File: src/rtl/overwrite_ring_buffer_macros.svh
// ---------------------------------------------------------------------------
// Overwrite ring buffer assertion macros
// Concurrent assertion helpers, compiled out when NO_ASSERTIONS is defined.
// ---------------------------------------------------------------------------
`ifndef OVERWRITE_RING_BUFFER_MACROS_SVH
`define OVERWRITE_RING_BUFFER_MACROS_SVH

`ifndef NO_ASSERTIONS
// Check a property at every clock edge outside reset.
`define ORB_ASSERT(label, clk, rst, prop, msg) \
   label: assert property (@(posedge clk) disable iff (rst) (prop)) else $error(msg);
// Check that a condition implies a consequence in the next cycle.
`define ORB_ASSERT_NEXT(label, clk, rst, ante, cons, msg) \
   label: assert property (@(posedge clk) disable iff (rst) (ante) |=> (cons)) else $error(msg);
`else
`define ORB_ASSERT(label, clk, rst, prop, msg)
`define ORB_ASSERT_NEXT(label, clk, rst, ante, cons, msg)
`endif

`endif

File: src/rtl/orb_pkg.sv
// ---------------------------------------------------------------------------
// Overwrite ring buffer package
// Widths, command and status codes, and controller/datapath interface types.
// ---------------------------------------------------------------------------
`timescale 1ns / 1ps
`default_nettype none

package orb_pkg;

   localparam int DEPTH  = 64;
   localparam int ADDR_W = $clog2(DEPTH);
   localparam int CAP_W  = $clog2(DEPTH + 1);

   localparam int CMD_W    = 2;
   localparam int BYTE_W   = 8;
   localparam int LEN_W    = 7;
   localparam int STAT_W   = 2;
   localparam int CSR_W    = 7;
   localparam int REQ_DATA_W = 16;
   localparam int RSP_DATA_W = 16;
   localparam int RSP_USER_W = STAT_W + 1;

   localparam logic [CMD_W-1:0] CMD_WRITE = 2'd0;
   localparam logic [CMD_W-1:0] CMD_READ  = 2'd1;
   localparam logic [CMD_W-1:0] CMD_CLEAR = 2'd2;

   localparam logic [STAT_W-1:0] STAT_OK    = 2'd0;
   localparam logic [STAT_W-1:0] STAT_ERROR = 2'd1;
   localparam logic [STAT_W-1:0] STAT_EMPTY = 2'd2;

   // controller to datapath
   typedef struct packed {
      logic accept;   // take the request on the input channel
      logic step;     // emit the next byte of a streaming read
   } ctrl_cmd_type;

   // datapath to controller
   typedef struct packed {
      logic out_free;   // output register can be loaded this cycle
      logic stream;     // current request is a read that emits bytes
      logic count_one;  // one byte left in the streaming read
   } dp_status_type;

endpackage

`default_nettype wire

File: src/rtl/orb_ctrl.sv
// ---------------------------------------------------------------------------
// Overwrite ring buffer controller
// Two-state sequencer: take requests, or stream the bytes of a read.
// ---------------------------------------------------------------------------
`timescale 1ns / 1ps
`default_nettype none

module orb_ctrl
   import orb_pkg::*;
(
   input  wire logic          clock,
   input  wire logic          reset,
   input  wire logic          req_tvalid,
   output      logic          req_tready,
   input  wire dp_status_type status,
   output      ctrl_cmd_type  cmd
);

   localparam logic ST_IDLE = 1'b0;
   localparam logic ST_READ = 1'b1;

   logic state_ff;
   logic state_in;

   assign req_tready = (state_ff == ST_IDLE) && status.out_free;
   assign cmd.accept = req_tvalid && req_tready;
   assign cmd.step   = (state_ff == ST_READ) && status.out_free;

   always_comb begin
      state_in = state_ff;
      unique case (state_ff)
         ST_IDLE: begin
            if (cmd.accept && status.stream) begin
               state_in = ST_READ;
            end
         end
         ST_READ: begin
            // drop back once the final byte goes out
            if (cmd.step && status.count_one) begin
               state_in = ST_IDLE;
            end
         end
         default: state_in = ST_IDLE;
      endcase
   end

   always_ff @(posedge clock) begin
      if (reset) begin
         state_ff <= ST_IDLE;
      end else begin
         state_ff <= state_in;
      end
   end

endmodule

`default_nettype wire

File: src/rtl/orb_datapath.sv
// ---------------------------------------------------------------------------
// Overwrite ring buffer datapath
// Byte store, start/fill/count registers, capacity and output register.
// ---------------------------------------------------------------------------
`timescale 1ns / 1ps
`default_nettype none

`include "overwrite_ring_buffer_macros.svh"

module orb_datapath
   import orb_pkg::*;
(
   input  wire logic                  clock,
   input  wire logic                  reset,
   input  wire logic [REQ_DATA_W-1:0] req_tdata,
   input  wire logic [CMD_W-1:0]      req_tuser,
   input  wire ctrl_cmd_type          cmd,
   output      dp_status_type         status,
   input  wire logic                  csr_we,
   input  wire logic [CSR_W-1:0]      csr_wdata,
   input  wire logic                  rsp_tready,
   output      logic                  rsp_tvalid,
   output      logic [RSP_DATA_W-1:0] rsp_tdata,
   output      logic [RSP_USER_W-1:0] rsp_tuser,
   output      logic                  rsp_tlast
);

   logic [BYTE_W-1:0] mem [DEPTH];
   logic [BYTE_W-1:0] rdata_ff;

   logic [ADDR_W-1:0] start_ff, start_in;
   logic [CAP_W-1:0]  fill_ff, fill_in;
   logic [CAP_W-1:0]  count_ff, count_in;
   logic [CAP_W-1:0]  cap_ff, cap_in;

   logic              rsp_valid_ff, rsp_valid_in;
   logic [STAT_W-1:0] out_status_ff, out_status_in;
   logic [BYTE_W-1:0] out_byte_ff, out_byte_in;
   logic              out_dv_ff, out_dv_in;
   logic              out_last_ff, out_last_in;
   logic [CAP_W-1:0]  out_fill_ff, out_fill_in;

   logic [CMD_W-1:0]  cmd_code;
   logic [BYTE_W-1:0] byte_val;
   logic [LEN_W-1:0]  len_val;
   logic              err;
   logic [CAP_W:0]    wr_sum;
   logic [CAP_W:0]    wr_pos;
   logic [ADDR_W-1:0] wr_addr;
   logic              we;
   logic [CAP_W-1:0]  start_inc;
   logic [ADDR_W-1:0] start_adv;
   logic [CAP_W-1:0]  count_min;
   logic              load;

   assign cmd_code = req_tuser;
   assign byte_val = req_tdata[BYTE_W-1:0];
   assign len_val  = req_tdata[BYTE_W +: LEN_W];

   assign err = (cap_ff == '0) || (len_val > LEN_W'(cap_ff));

   // append position, wrapped once over the capacity in use
   assign wr_sum  = (CAP_W+1)'(start_ff) + (CAP_W+1)'(fill_ff);
   assign wr_pos  = (wr_sum >= (CAP_W+1)'(cap_ff)) ? wr_sum - (CAP_W+1)'(cap_ff) : wr_sum;
   assign wr_addr = wr_pos[ADDR_W-1:0];

   assign start_inc = CAP_W'(start_ff) + CAP_W'(1);
   assign start_adv = (start_inc >= cap_ff) ? '0 : start_inc[ADDR_W-1:0];

   assign count_min = (len_val < LEN_W'(fill_ff)) ? len_val[CAP_W-1:0] : fill_ff;

   assign status.out_free  = !rsp_valid_ff || rsp_tready;
   assign status.stream    = (cmd_code == CMD_READ) && !err && (fill_ff != '0)
                             && (len_val != '0);
   assign status.count_one = (count_ff == CAP_W'(1));

   always_comb begin
      start_in      = start_ff;
      fill_in       = fill_ff;
      count_in      = count_ff;
      cap_in        = cap_ff;
      we            = 1'b0;
      load          = 1'b0;
      out_status_in = out_status_ff;
      out_byte_in   = out_byte_ff;
      out_dv_in     = out_dv_ff;
      out_last_in   = out_last_ff;
      out_fill_in   = out_fill_ff;

      if (csr_we) begin
         // saturate at the store depth and empty the ring
         cap_in   = (csr_wdata > CSR_W'(DEPTH)) ? CAP_W'(DEPTH) : csr_wdata[CAP_W-1:0];
         start_in = '0;
         fill_in  = '0;
      end else if (cmd.accept) begin
         out_byte_in = '0;
         out_dv_in   = 1'b0;
         out_last_in = 1'b1;
         out_fill_in = fill_ff;
         unique case (cmd_code)
            CMD_WRITE: begin
               load = 1'b1;
               if (err) begin
                  out_status_in = STAT_ERROR;
               end else begin
                  we            = 1'b1;
                  out_status_in = STAT_OK;
                  if (fill_ff < cap_ff) begin
                     fill_in = fill_ff + CAP_W'(1);
                  end else begin
                     start_in = start_adv;
                  end
                  out_fill_in = fill_in;
               end
            end
            CMD_READ: begin
               if (err) begin
                  load          = 1'b1;
                  out_status_in = STAT_ERROR;
               end else if (fill_ff == '0) begin
                  load          = 1'b1;
                  out_status_in = STAT_EMPTY;
               end else if (len_val == '0) begin
                  load          = 1'b1;
                  out_status_in = STAT_OK;
               end else begin
                  count_in = count_min;
               end
            end
            CMD_CLEAR: begin
               load          = 1'b1;
               out_status_in = STAT_OK;
               start_in      = '0;
               fill_in       = '0;
               out_fill_in   = '0;
            end
            default: begin
               // unused code: take the request, give no response
            end
         endcase
      end else if (cmd.step) begin
         load          = 1'b1;
         out_status_in = STAT_OK;
         out_byte_in   = rdata_ff;
         out_dv_in     = 1'b1;
         out_last_in   = (count_ff == CAP_W'(1));
         start_in      = start_adv;
         fill_in       = fill_ff - CAP_W'(1);
         count_in      = count_ff - CAP_W'(1);
         out_fill_in   = fill_in;
      end

      rsp_valid_in = load || (rsp_valid_ff && !rsp_tready);
   end

   // read at the next start index, so rdata_ff always holds the oldest byte
   always_ff @(posedge clock) begin
      if (we) begin
         mem[wr_addr] <= byte_val;
      end
      if (we && (wr_addr == start_in)) begin
         rdata_ff <= byte_val;
      end else begin
         rdata_ff <= mem[start_in];
      end
   end

   always_ff @(posedge clock) begin
      if (reset) begin
         start_ff     <= '0;
         fill_ff      <= '0;
         count_ff     <= '0;
         cap_ff       <= CAP_W'(DEPTH);
         rsp_valid_ff <= 1'b0;
      end else begin
         start_ff     <= start_in;
         fill_ff      <= fill_in;
         count_ff     <= count_in;
         cap_ff       <= cap_in;
         rsp_valid_ff <= rsp_valid_in;
      end
   end

   always_ff @(posedge clock) begin
      out_status_ff <= out_status_in;
      out_byte_ff   <= out_byte_in;
      out_dv_ff     <= out_dv_in;
      out_last_ff   <= out_last_in;
      out_fill_ff   <= out_fill_in;
   end

   assign rsp_tvalid = rsp_valid_ff;
   assign rsp_tdata  = RSP_DATA_W'({LEN_W'(out_fill_ff), out_byte_ff});
   assign rsp_tuser  = {out_dv_ff, out_status_ff};
   assign rsp_tlast  = out_last_ff;

   `ORB_ASSERT(a_fill_within_cap, clock, reset, fill_ff <= cap_ff, "fill exceeds capacity")
   `ORB_ASSERT(a_start_within_cap, clock, reset, (CAP_W'(start_ff) < cap_ff) || (start_ff == '0), "start index beyond capacity")
   `ORB_ASSERT(a_step_has_count, clock, reset, !cmd.step || (count_ff != '0), "read step with no bytes left")
   `ORB_ASSERT_NEXT(a_step_loads, clock, reset, cmd.step, rsp_valid_ff && out_dv_ff, "read step did not present a byte")

endmodule

`default_nettype wire

File: src/rtl/overwrite_ring_buffer.sv
// ---------------------------------------------------------------------------
// Overwrite ring buffer
// Byte ring that drops its oldest byte when full, with streaming reads.
// ---------------------------------------------------------------------------
// Response: registered; writes, clears and status-only reads show it in the cycle
//   after the request is taken, a streaming read loads the count, then its first byte.
// Throughput: one request per cycle for writes, clears and status-only reads while
//   responses are taken; a read of N bytes holds the request channel while it loads
//   the count, then one byte per cycle while bytes are taken, via the store read port.
// Reset: synchronous; empty ring, capacity back to full depth; store keeps its data.
`timescale 1ns / 1ps
`default_nettype none

module overwrite_ring_buffer
   import orb_pkg::*;
(
   input  wire logic                  clock,
   input  wire logic                  reset,
   // request channel
   input  wire logic                  req_tvalid,
   output      logic                  req_tready,
   input  wire logic [REQ_DATA_W-1:0] req_tdata,   // byte_in[7:0], length[14:8], zero pad
   input  wire logic [CMD_W-1:0]      req_tuser,   // cmd[1:0]
   // response channel
   output      logic                  rsp_tvalid,
   input  wire logic                  rsp_tready,
   output      logic [RSP_DATA_W-1:0] rsp_tdata,   // byte_out[7:0], fill_level[14:8], zero pad
   output      logic [RSP_USER_W-1:0] rsp_tuser,   // status[1:0], data_valid[2]
   output      logic                  rsp_tlast,
   // capacity register
   input  wire logic                  csr_we,
   input  wire logic [CSR_W-1:0]      csr_wdata
);

   ctrl_cmd_type  cmd;
   dp_status_type status;

   // Sequence requests: hold off the request channel while a read streams
   // or while the output register still holds an untaken response.
   orb_ctrl u_ctrl (
      .clock      (clock),
      .reset      (reset),
      .req_tvalid (req_tvalid),
      .req_tready (req_tready),
      .status     (status),
      .cmd        (cmd)
   );

   // Hold the store, the ring pointers, the capacity and the response register.
   // A write appends at start plus fill; a full ring advances start instead of
   // fill. A read loads the byte count and then advances start once per byte.
   orb_datapath u_datapath (
      .clock      (clock),
      .reset      (reset),
      .req_tdata  (req_tdata),
      .req_tuser  (req_tuser),
      .cmd        (cmd),
      .status     (status),
      .csr_we     (csr_we),
      .csr_wdata  (csr_wdata),
      .rsp_tready (rsp_tready),
      .rsp_tvalid (rsp_tvalid),
      .rsp_tdata  (rsp_tdata),
      .rsp_tuser  (rsp_tuser),
      .rsp_tlast  (rsp_tlast)
   );

endmodule

`default_nettype wire
File: config.mk
export PLATFORM = sky130hd
export DESIGN_NAME = overwrite_ring_buffer
export DESIGN_NICKNAME = d
export VERILOG_FILES = /design/src/rtl/orb_pkg.sv /design/src/rtl/orb_ctrl.sv /design/src/rtl/orb_datapath.sv /design/src/rtl/overwrite_ring_buffer.sv
export VERILOG_INCLUDE_DIRS = /design/src /design/src/rtl
export SDC_FILE = /design/constraint.sdc
export NUM_CORES = 1
export LEC_CHECK = 0
export ABC_AREA = 1
export ABC_CLOCK_PERIOD_IN_PS = 7150
export BUFFER_PORTS_ARGS = -buffer_cell sky130_fd_sc_hd__buf_2
export CAP_MARGIN = 15
export CORE_UTILIZATION = 35
export DETAILED_ROUTE_END_ITERATION = 10
export GPL_TIMING_DRIVEN = 0
export PLACE_DENSITY = 0.47
export SLEW_MARGIN = 10
export SYNTH_ARGS = -nofsm -noshare
export SYNTH_HDL_FRONTEND = slang
export SYNTH_SLANG_ARGS = --single-unit
File: constraint.sdc
create_clock -name clock -period 7.15 [get_ports clock]
set_input_delay 1.0725 -clock clock [delete_from_list [all_inputs] [get_ports clock]]
set_output_delay 1.0725 -clock clock [all_outputs]
set_load 0.1 [all_outputs]
==> key figures, run 1 <==
Outcome
  • Status: finished clean

Timing
  • Final Skew: 0.03129 ns
  • FMAX: 0.2058 GHz
  • Total negative slack: 0 ns
  • Slew Viols, Final: 0
  • Final Cycle Share: 67.98%
  • Final Hold Viols: 0
  • Period minus WS final: 4.860 ns
  • Setup ws final: 2.290 ns
  • Worst-Margin Slew: 1.271 ns
  • Setup violations, final: 0
  • Min Hold Slack: 0.4901 ns
  • Slew HR: 14.97%
  • Unrepaired setup endpoints after global routing: no

Synthesis
  • Post-synth top flop: edfxtp_1
  • Main area contributors after synthesis: edfxtp_1 (64%), nand2_1 (6.0%), nor2_1 (5.2%)
  • Top cell type's share of synthesized area: 63.92%
  • Count leader, synth: edfxtp_1
  • Synth async-reset ratio: 0%
  • Synthesized instance count: 2269
  • Area leader, netlist: edfxtp_1
  • Distinct cells, synth: 44
  • Commonest cells in the netlist: edfxtp_1 (531), nand2_1 (396), nor2_1 (343)
  • Post-Syn Area: 24940 um^2
  • Avg Cell Area, Syn: 10.99 um^2
  • Syn_nets: 2350
  • Post-synthesis sequential area ratio: 66.73%
  • Synth warnings: 0
  • Post-synth EDFFs: 531
  • Synth Register Bits: 566

Drt
  • Vias after detailed routing: 18300
  • DR DRC count: 0
  • Detail Route Antenna Nets: 0
  • Post-DR wirelength/cell: 26.19 um
  • Routed WL: 88810 um
  • DR iter-0 viols: 1863
  • Vias/cell: 5.395
  • DR pass1 iterations: 6

Setup path
  • Crit start category: flop
  • CP Cell Sequence: ha_1, fa_1, nand3_1, nand3_1, xor2_1, inv_1, ha_1, nand2_1, nor2_1, nor2_1, nand2_1, nand2_1, nand2_2, nand2_4, nand2_4, buf_6, nand2_1, o21ai_1, nor2_1, nand2_2, nor2_1
  • Buf/Inv on CP: 2
  • Critical Path RT: 7.37 ns
  • Setup CP Type: flop to flop
  • Worst path max stage delay: 1.02 ns
  • Max FO, Critical Path: 10
  • Slowest CP cell: nor2_1
  • Data arrival, critical path: 5.08 ns
  • Critical Path End Type: flop
  • CP delay by family, top: simple AND/OR/NAND/NOR gates

Clock tree
  • Post-CTS sizing: 0
  • Cts bufs inserted: 66
  • Setup Buffers After CTS: 0
  • Worst-Skew Late Latency: 0.62 ns
  • Worst-path clk slew: 0.06 ns
  • Root Buffer: clkbuf_16
  • Clock Sinks: 566
  • Hold_buf cts: 0
  • CTS Buffer Depth: 3
  • CTS tree: yes
  • Htree depth: 3

Floorplanning
  • Die area: 72340 um^2
  • Die Y: 269.0 um
  • Initial Util: 35.50%
  • Rows: 97
  • IO Pins: 52
  • Core Area: 70270 um^2
  • Die Wd: 269.0 um

GRT
  • Met2 Usage GRT: 41.27%
  • Top Usage Layer GRT: met2
  • Initial antenna violation count: 0
  • Met1 Usage GRT: 32.18%
  • Largest net degree at the start of global routing: 65
  • All-Layer GR Usage: 24.80%
  • First-pass GRT wire length: 126000 um
  • Total grt overflow: 0
  • Grt met3 use: 3.717%
  • Number of global-route vias before repair: 17560

Power
  • Peak VDD IR: 142.7 uV
  • PD cells: 278.9 nW/um^2
  • Leak pwr: 0.01030 uW

Finish
  • Antenna Diode Count: 0
  • Non-Filler Instances: 3391
  • Storage cell area: 16650 um^2
  • Layout cells sized above 1: 8.935%
  • Fillers: 6797
  • Area of the multi-input gates: 7406 um^2
  • Area added between synthesis and finish: 14.98%
  • Fin nets: 2482

Placed design
  • Placed cell count: 3271
  • Port Buffers: 48
  • Worst slack, placed: 2.222 ns
  • Hpwl dp: 62550 um
  • Placer Congestion: 0.9083

Min path
  • Hold Crit Class: flop to flop

Job
  • Total of max-cap violations: 0
-- sequential cells by signal, indices dropped and copies added, names as in the netlist, named ones only --
signal / cells
u_datapath.out_status_ff: 2
u_ctrl.state_ff: 1
u_datapath.mem: 512
u_datapath.out_fill_ff: 7
u_datapath.start_ff: 6
u_datapath.count_ff: 7
u_datapath.fill_ff: 7
u_datapath.rsp_tlast: 1
u_datapath.out_byte_ff: 8
u_datapath.out_dv_ff: 1
u_datapath.cap_ff: 7
u_datapath.rsp_tvalid: 1
-- where the power goes --
part	switching [uW]	total, uW	internal (uW)	leakage [uW]
Sequential	19.8	3670	3650	0.00507
Combinational	813	1060	247	0.00423
Clock	1390	3270	1880	0.000999
Total	2220	8000	5780	0.0103
-- worst reg2reg max path: stages, from the launching register on --
cell and delay [ns]:
dfxtp_1 0.39, ha_1 0.27, fa_1 0.46, nand3_1 0.09, nand3_1 0.11, xor2_1 0.28
inv_1 0.13, ha_1 0.38, nand2_1 0.09, nor2_1 0.05, nor2_1 0.08, nand2_1 0.06
nand2_1 0.07, nand2_2 0.07, nand2_4 0.09, nand2_4 0.08, buf_6 0.15, nand2_1 0.05
o21ai_1 0.09, nor2_1 0.20, nand2_2 0.24, nor2_1 1.03
-- cells by family (layout without fill, tap and decap cells) --
group	count (synthesis)	after routing	synth area share [%]
other cells	1	1	0.01503
compound gates	414	414	9.691
xor+xnor	14	14	0.4916
buf+inv	225	407	3.607
flops	566	566	66.73
simple gates	998	998	16.84
fa+ha+maj	51	51	2.618
-- metal layers --
| metal | wire (um) | vias up |
|---|---|---|
| li1 | - | 8344 |
| met1 | 36520 | 9036 |
| met2 | 42900 | 748 |
| met3 | 5558 | 168 |
| met4 | 3834 | 0 |
| met5 | 0 | - |
-- final timing paths --
path | from | end | slack, ns | depth (start not counted)
worst max-delay path | u_datapath.fill_ff[0] | u_datapath.mem[12][6] | 2.29 | 21
worst min-delay path | u_ctrl.state_ff | u_ctrl.state_ff | 0.49 | 2
worst max register to register | u_datapath.fill_ff[0] | u_datapath.mem[12][6] | 2.29 | 21
worst min register to register | u_ctrl.state_ff | u_ctrl.state_ff | 0.49 | 2
-- metrics by stage --
stage | utilization [%] | area (um^2) | power, uW
6_report | 40.81 | 28680 | 7999
5_1_grt | 40.81 | 28680 | 8239
4_1_cts | 40.78 | 28660 | 8037
3_5_place_dp | 37.86 | 26610 | 4791
3_3_place_gp | 37.51 | 26360 | 4776
2_1_floorplan | - | 24940 | 4339
-- cell usage in the layout, fill, tap and decap left out, drive strengths merged, types with 14 or more instances in the layout --
master	count
o221ai	40
nand3	213
o21ai	189
nand2	411
edfxtp	531
clkinv	27
a21oi	118
dfxtp	35
nand4	14
nor2	345
ha	49
buf	102
o211ai	25
o31ai	32
clkbuf	169
inv	103
-- cell type report --
| cell class | count | share of cell area [%] |
|---|---|---|
| sequential | 566 | 58.04 |
| multi-input combinational | 1478 | 25.82 |
| clock buffer | 82 | 6.042 |
| tap | 940 | 4.101 |
| buffer | 125 | 1.828 |
| timing repair buffer | 64 | 1.754 |
| inverter | 100 | 1.309 |
| clock inverter | 36 | 1.104 |
No activity file was read; power rests on OpenSTA's default activity.
==> inputs of run 2 (changes only) <==
--- a/config.mk
+++ b/config.mk
@@ -7,13 +7,13 @@
 export NUM_CORES = 1
 export LEC_CHECK = 0
 export ABC_AREA = 1
-export ABC_CLOCK_PERIOD_IN_PS = 7150
+export ABC_CLOCK_PERIOD_IN_PS = 4100
 export BUFFER_PORTS_ARGS = -buffer_cell sky130_fd_sc_hd__buf_2
 export CAP_MARGIN = 15
 export CORE_UTILIZATION = 35
 export DETAILED_ROUTE_END_ITERATION = 10
 export GPL_TIMING_DRIVEN = 0
-export PLACE_DENSITY = 0.47
+export PLACE_DENSITY = 0.48
 export SLEW_MARGIN = 10
 export SYNTH_ARGS = -nofsm -noshare
 export SYNTH_HDL_FRONTEND = slang
==> constraint.sdc (replaced) <==
create_clock -name clock -period 4.1 [get_ports clock]
set_input_delay 0.615 -clock clock [delete_from_list [all_inputs] [get_ports clock]]
set_output_delay 0.615 -clock clock [all_outputs]
set_load 0.1 [all_outputs]
==> key figures, run 2 (same netlist as run 1, synthesis figures left out) <==
Finish
  • Area of the multi-input gates: 8127 um^2 (+9.7%)
  • Layout cells sized above 1: 14.46% (+5.5 points)
  • Storage cell area: 16650 um^2 (about the same)
  • Biggest regs: u_datapath.mem: 512 flops, u_datapath.out_byte_ff: 8 flops
  • Fillers: 6613 (-2.7%)
  • Antenna Diode Count: 0 (unchanged)
  • Most common cell after layout, fill and taps aside: edfxtp_1
  • Area added between synthesis and finish: 22.38%
  • Max reg flops: 512 (unchanged)
  • Fin nets: 2553 (+2.9%)
  • Most frequent cells in the layout: edfxtp_1 (531), nand2_1 (396), nor2_1 (274), nand3_1 (203), o21ai_0 (184)
  • Biggest register: u_datapath.mem

Timing
  • Final Skew: 0.02088 ns (-0.01041 ns)
  • FMAX: 0.2562 GHz (+25%)
  • Setup violations, final: 0 (unchanged)
  • Worst-Margin Slew: 0.9744 ns (-0.2964 ns)
  • Slew Viols, Final: 0 (unchanged)
  • Period minus WS final: 3.904 ns (-0.9564 ns)
  • Total negative slack: 0 ns (unchanged)
  • Final Hold Viols: 0 (unchanged)
  • Slew HR: 35.04% (+20 points)
  • Min Hold Slack: 0.2561 ns (-0.2340 ns)
  • Final Cycle Share: 95.21% (+27 points)

Clock tree
  • Htree depth: 3 (unchanged)
  • CTS Buffer Depth: 3 (unchanged)
  • Worst-Skew Late Latency: 0.62 ns (about the same)
  • Cts bufs inserted: 66 (unchanged)
  • Root Buffer: clkbuf_16
  • Worst-path clk slew: 0.06 ns (about the same)
  • Clock Sinks: 566 (unchanged)
  • CTS tree: yes

GRT
  • Largest net degree at the start of global routing: 65 (unchanged)
  • All-Layer GR Usage: 25.08% (+0.29 points)
  • Number of global-route vias before repair: 18090 (+3.0%)
  • First-pass GRT wire length: 128000 um (+1.6%)
  • Initial antenna violation count: 0 (unchanged)
  • Total grt overflow: 0 (unchanged)

Drt
  • Detail Route Antenna Nets: 0 (unchanged)
  • Routed WL: 89850 um (+1.2%)
  • DR DRC count: 0 (unchanged)
  • DR pass1 iterations: 6 (unchanged)
  • DR iter-0 viols: 2362 (+27%)
  • Vias/cell: 5.441 (+0.84%)
  • Post-DR wirelength/cell: 26.04 um (-0.59%)
  • Vias after detailed routing: 18780 (+2.6%)

Floorplanning
  • Die Wd: 269.0 um (unchanged)
  • Initial Util: 35.50% (unchanged)
  • Die Y: 269.0 um (unchanged)
  • Core Area: 70270 um^2 (unchanged)
  • Rows: 97 (unchanged)
  • Die area: 72340 um^2 (unchanged)
  • IO Pins: 52 (unchanged)

Setup path
  • Critical Path End Type: flop
  • Setup CP Type: flop to flop
  • Critical Path RT: 4.42 ns (-2.95 ns)
  • Max FO, Critical Path: 10 (unchanged)
  • Data arrival, critical path: 4.22 ns (-0.86 ns)
  • Crit start category: flop

Placed design
  • Port Buffers: 48 (unchanged)
  • Hpwl dp: 61480 um (-1.7%)
  • Placer Congestion: 0.9131 (+0.53%)

Outcome
  • Status: finished clean

Power
  • Total Power: 14170 uW (+77%)
  • Leak pwr: 0.01082 uW (+5.1%)
  • Peak VDD IR: 295.5 uV (+110%)
  • PD cells: 464.1 nW/um^2 (+66%)

Job
  • Total of max-cap violations: 0 (unchanged)

Min path
  • Hold Crit Class: primary input to flop
==> run 2: worst paths after layout <==
| path | end | depth (start not counted) | slack (ns) | startpoint |
|---|---|---|---|---|
| min | u_datapath.cap_ff[5] | 3 | 0.26 | csr_wdata[5] |
| max | u_datapath.mem[25][4] | 23 | 0.20 | u_datapath.fill_ff[0] |
| max reg2reg | u_datapath.mem[25][4] | 23 | 0.20 | u_datapath.fill_ff[0] |
| min reg2reg | u_ctrl.state_ff | 2 | 0.52 | u_ctrl.state_ff |
==> run 2: what timing repair did <==
item                                    CTS  global route
pin swaps                                65            19
endpoints found under the setup margin  512           512
setup buffers                            77             4
resized for setup                       157            15
hold buffers                              0             0
==> run 2: cell type report <==
class / count / share of cell area (%)
Timing Repair Buffer: 135 / 5.361
Clock buffer: 81 / 5.734
Tap cell: 940 / 3.853
Clock inverter: 26 / 0.9263
Sequential cell: 566 / 54.55
Buffer: 125 / 1.717
Inverter: 100 / 1.242
Multi-Input combinational cell: 1478 / 26.62
==> run 2: per-layer routing <==
| layer | share of wire (%) | routed length, um | track usage (%) | up-vias |
|---|---|---|---|---|
| li1 | - | - | - | 8500 |
| met1 | 41 | 36750 | 32.41 | 9295 |
| met2 | 47 | 42210 | 40.95 | 778 |
| met3 | 6.6 | 5911 | 3.699 | 203 |
| met4 | 5.5 | 4978 | 12.85 | 0 |
| met5 | 0 | 0 | 0 | - |
==> run 2: stage by stage <==
stage / instances / area, um^2 / setup slack (ns) / util, %
2_1_floorplan: 2269 / 24950 / 0.4681 / -
3_3_place_gp: 3257 / 26360 / -0.7108 / 37.52
3_5_place_dp: 3263 / 26510 / -0.7997 / 37.72
4_1_cts: 3447 / 30370 / 0.06110 / 43.22
5_1_grt: 3451 / 30530 / -0.01067 / 43.44
6_report: 3451 / 30530 / 0.1962 / 43.44
==> run 2: power by group <==
| group | total [uW] | switching (uW) | internal [uW] |
|---|---|---|---|
| clock network | 5710 | 2370 | 3340 |
| logic | 2060 | 1550 | 506 |
| registers | 6400 | 36.3 | 6370 |
==> run 2: critical path: stages, from the launching register on <==
cell and delay (ns):
dfxtp_2 0.37, ha_1 0.25, fa_1 0.47, nand3_1 0.09, nand3_1 0.13, xor2_2 0.22
inv_2 0.08, ha_4 0.27, nand2_1 0.06, nor2_1 0.05, nor2_1 0.08, nand2_1 0.07
nand2_1 0.07, nand2_2 0.06, nand2_4 0.09, nand2_4 0.09, buf_6 0.16, nand2_4 0.07
nand2_1 0.08, nor2_4 0.13, buf_12 0.16, nand2_4 0.18, nor2_4 0.20, buf_12 0.16
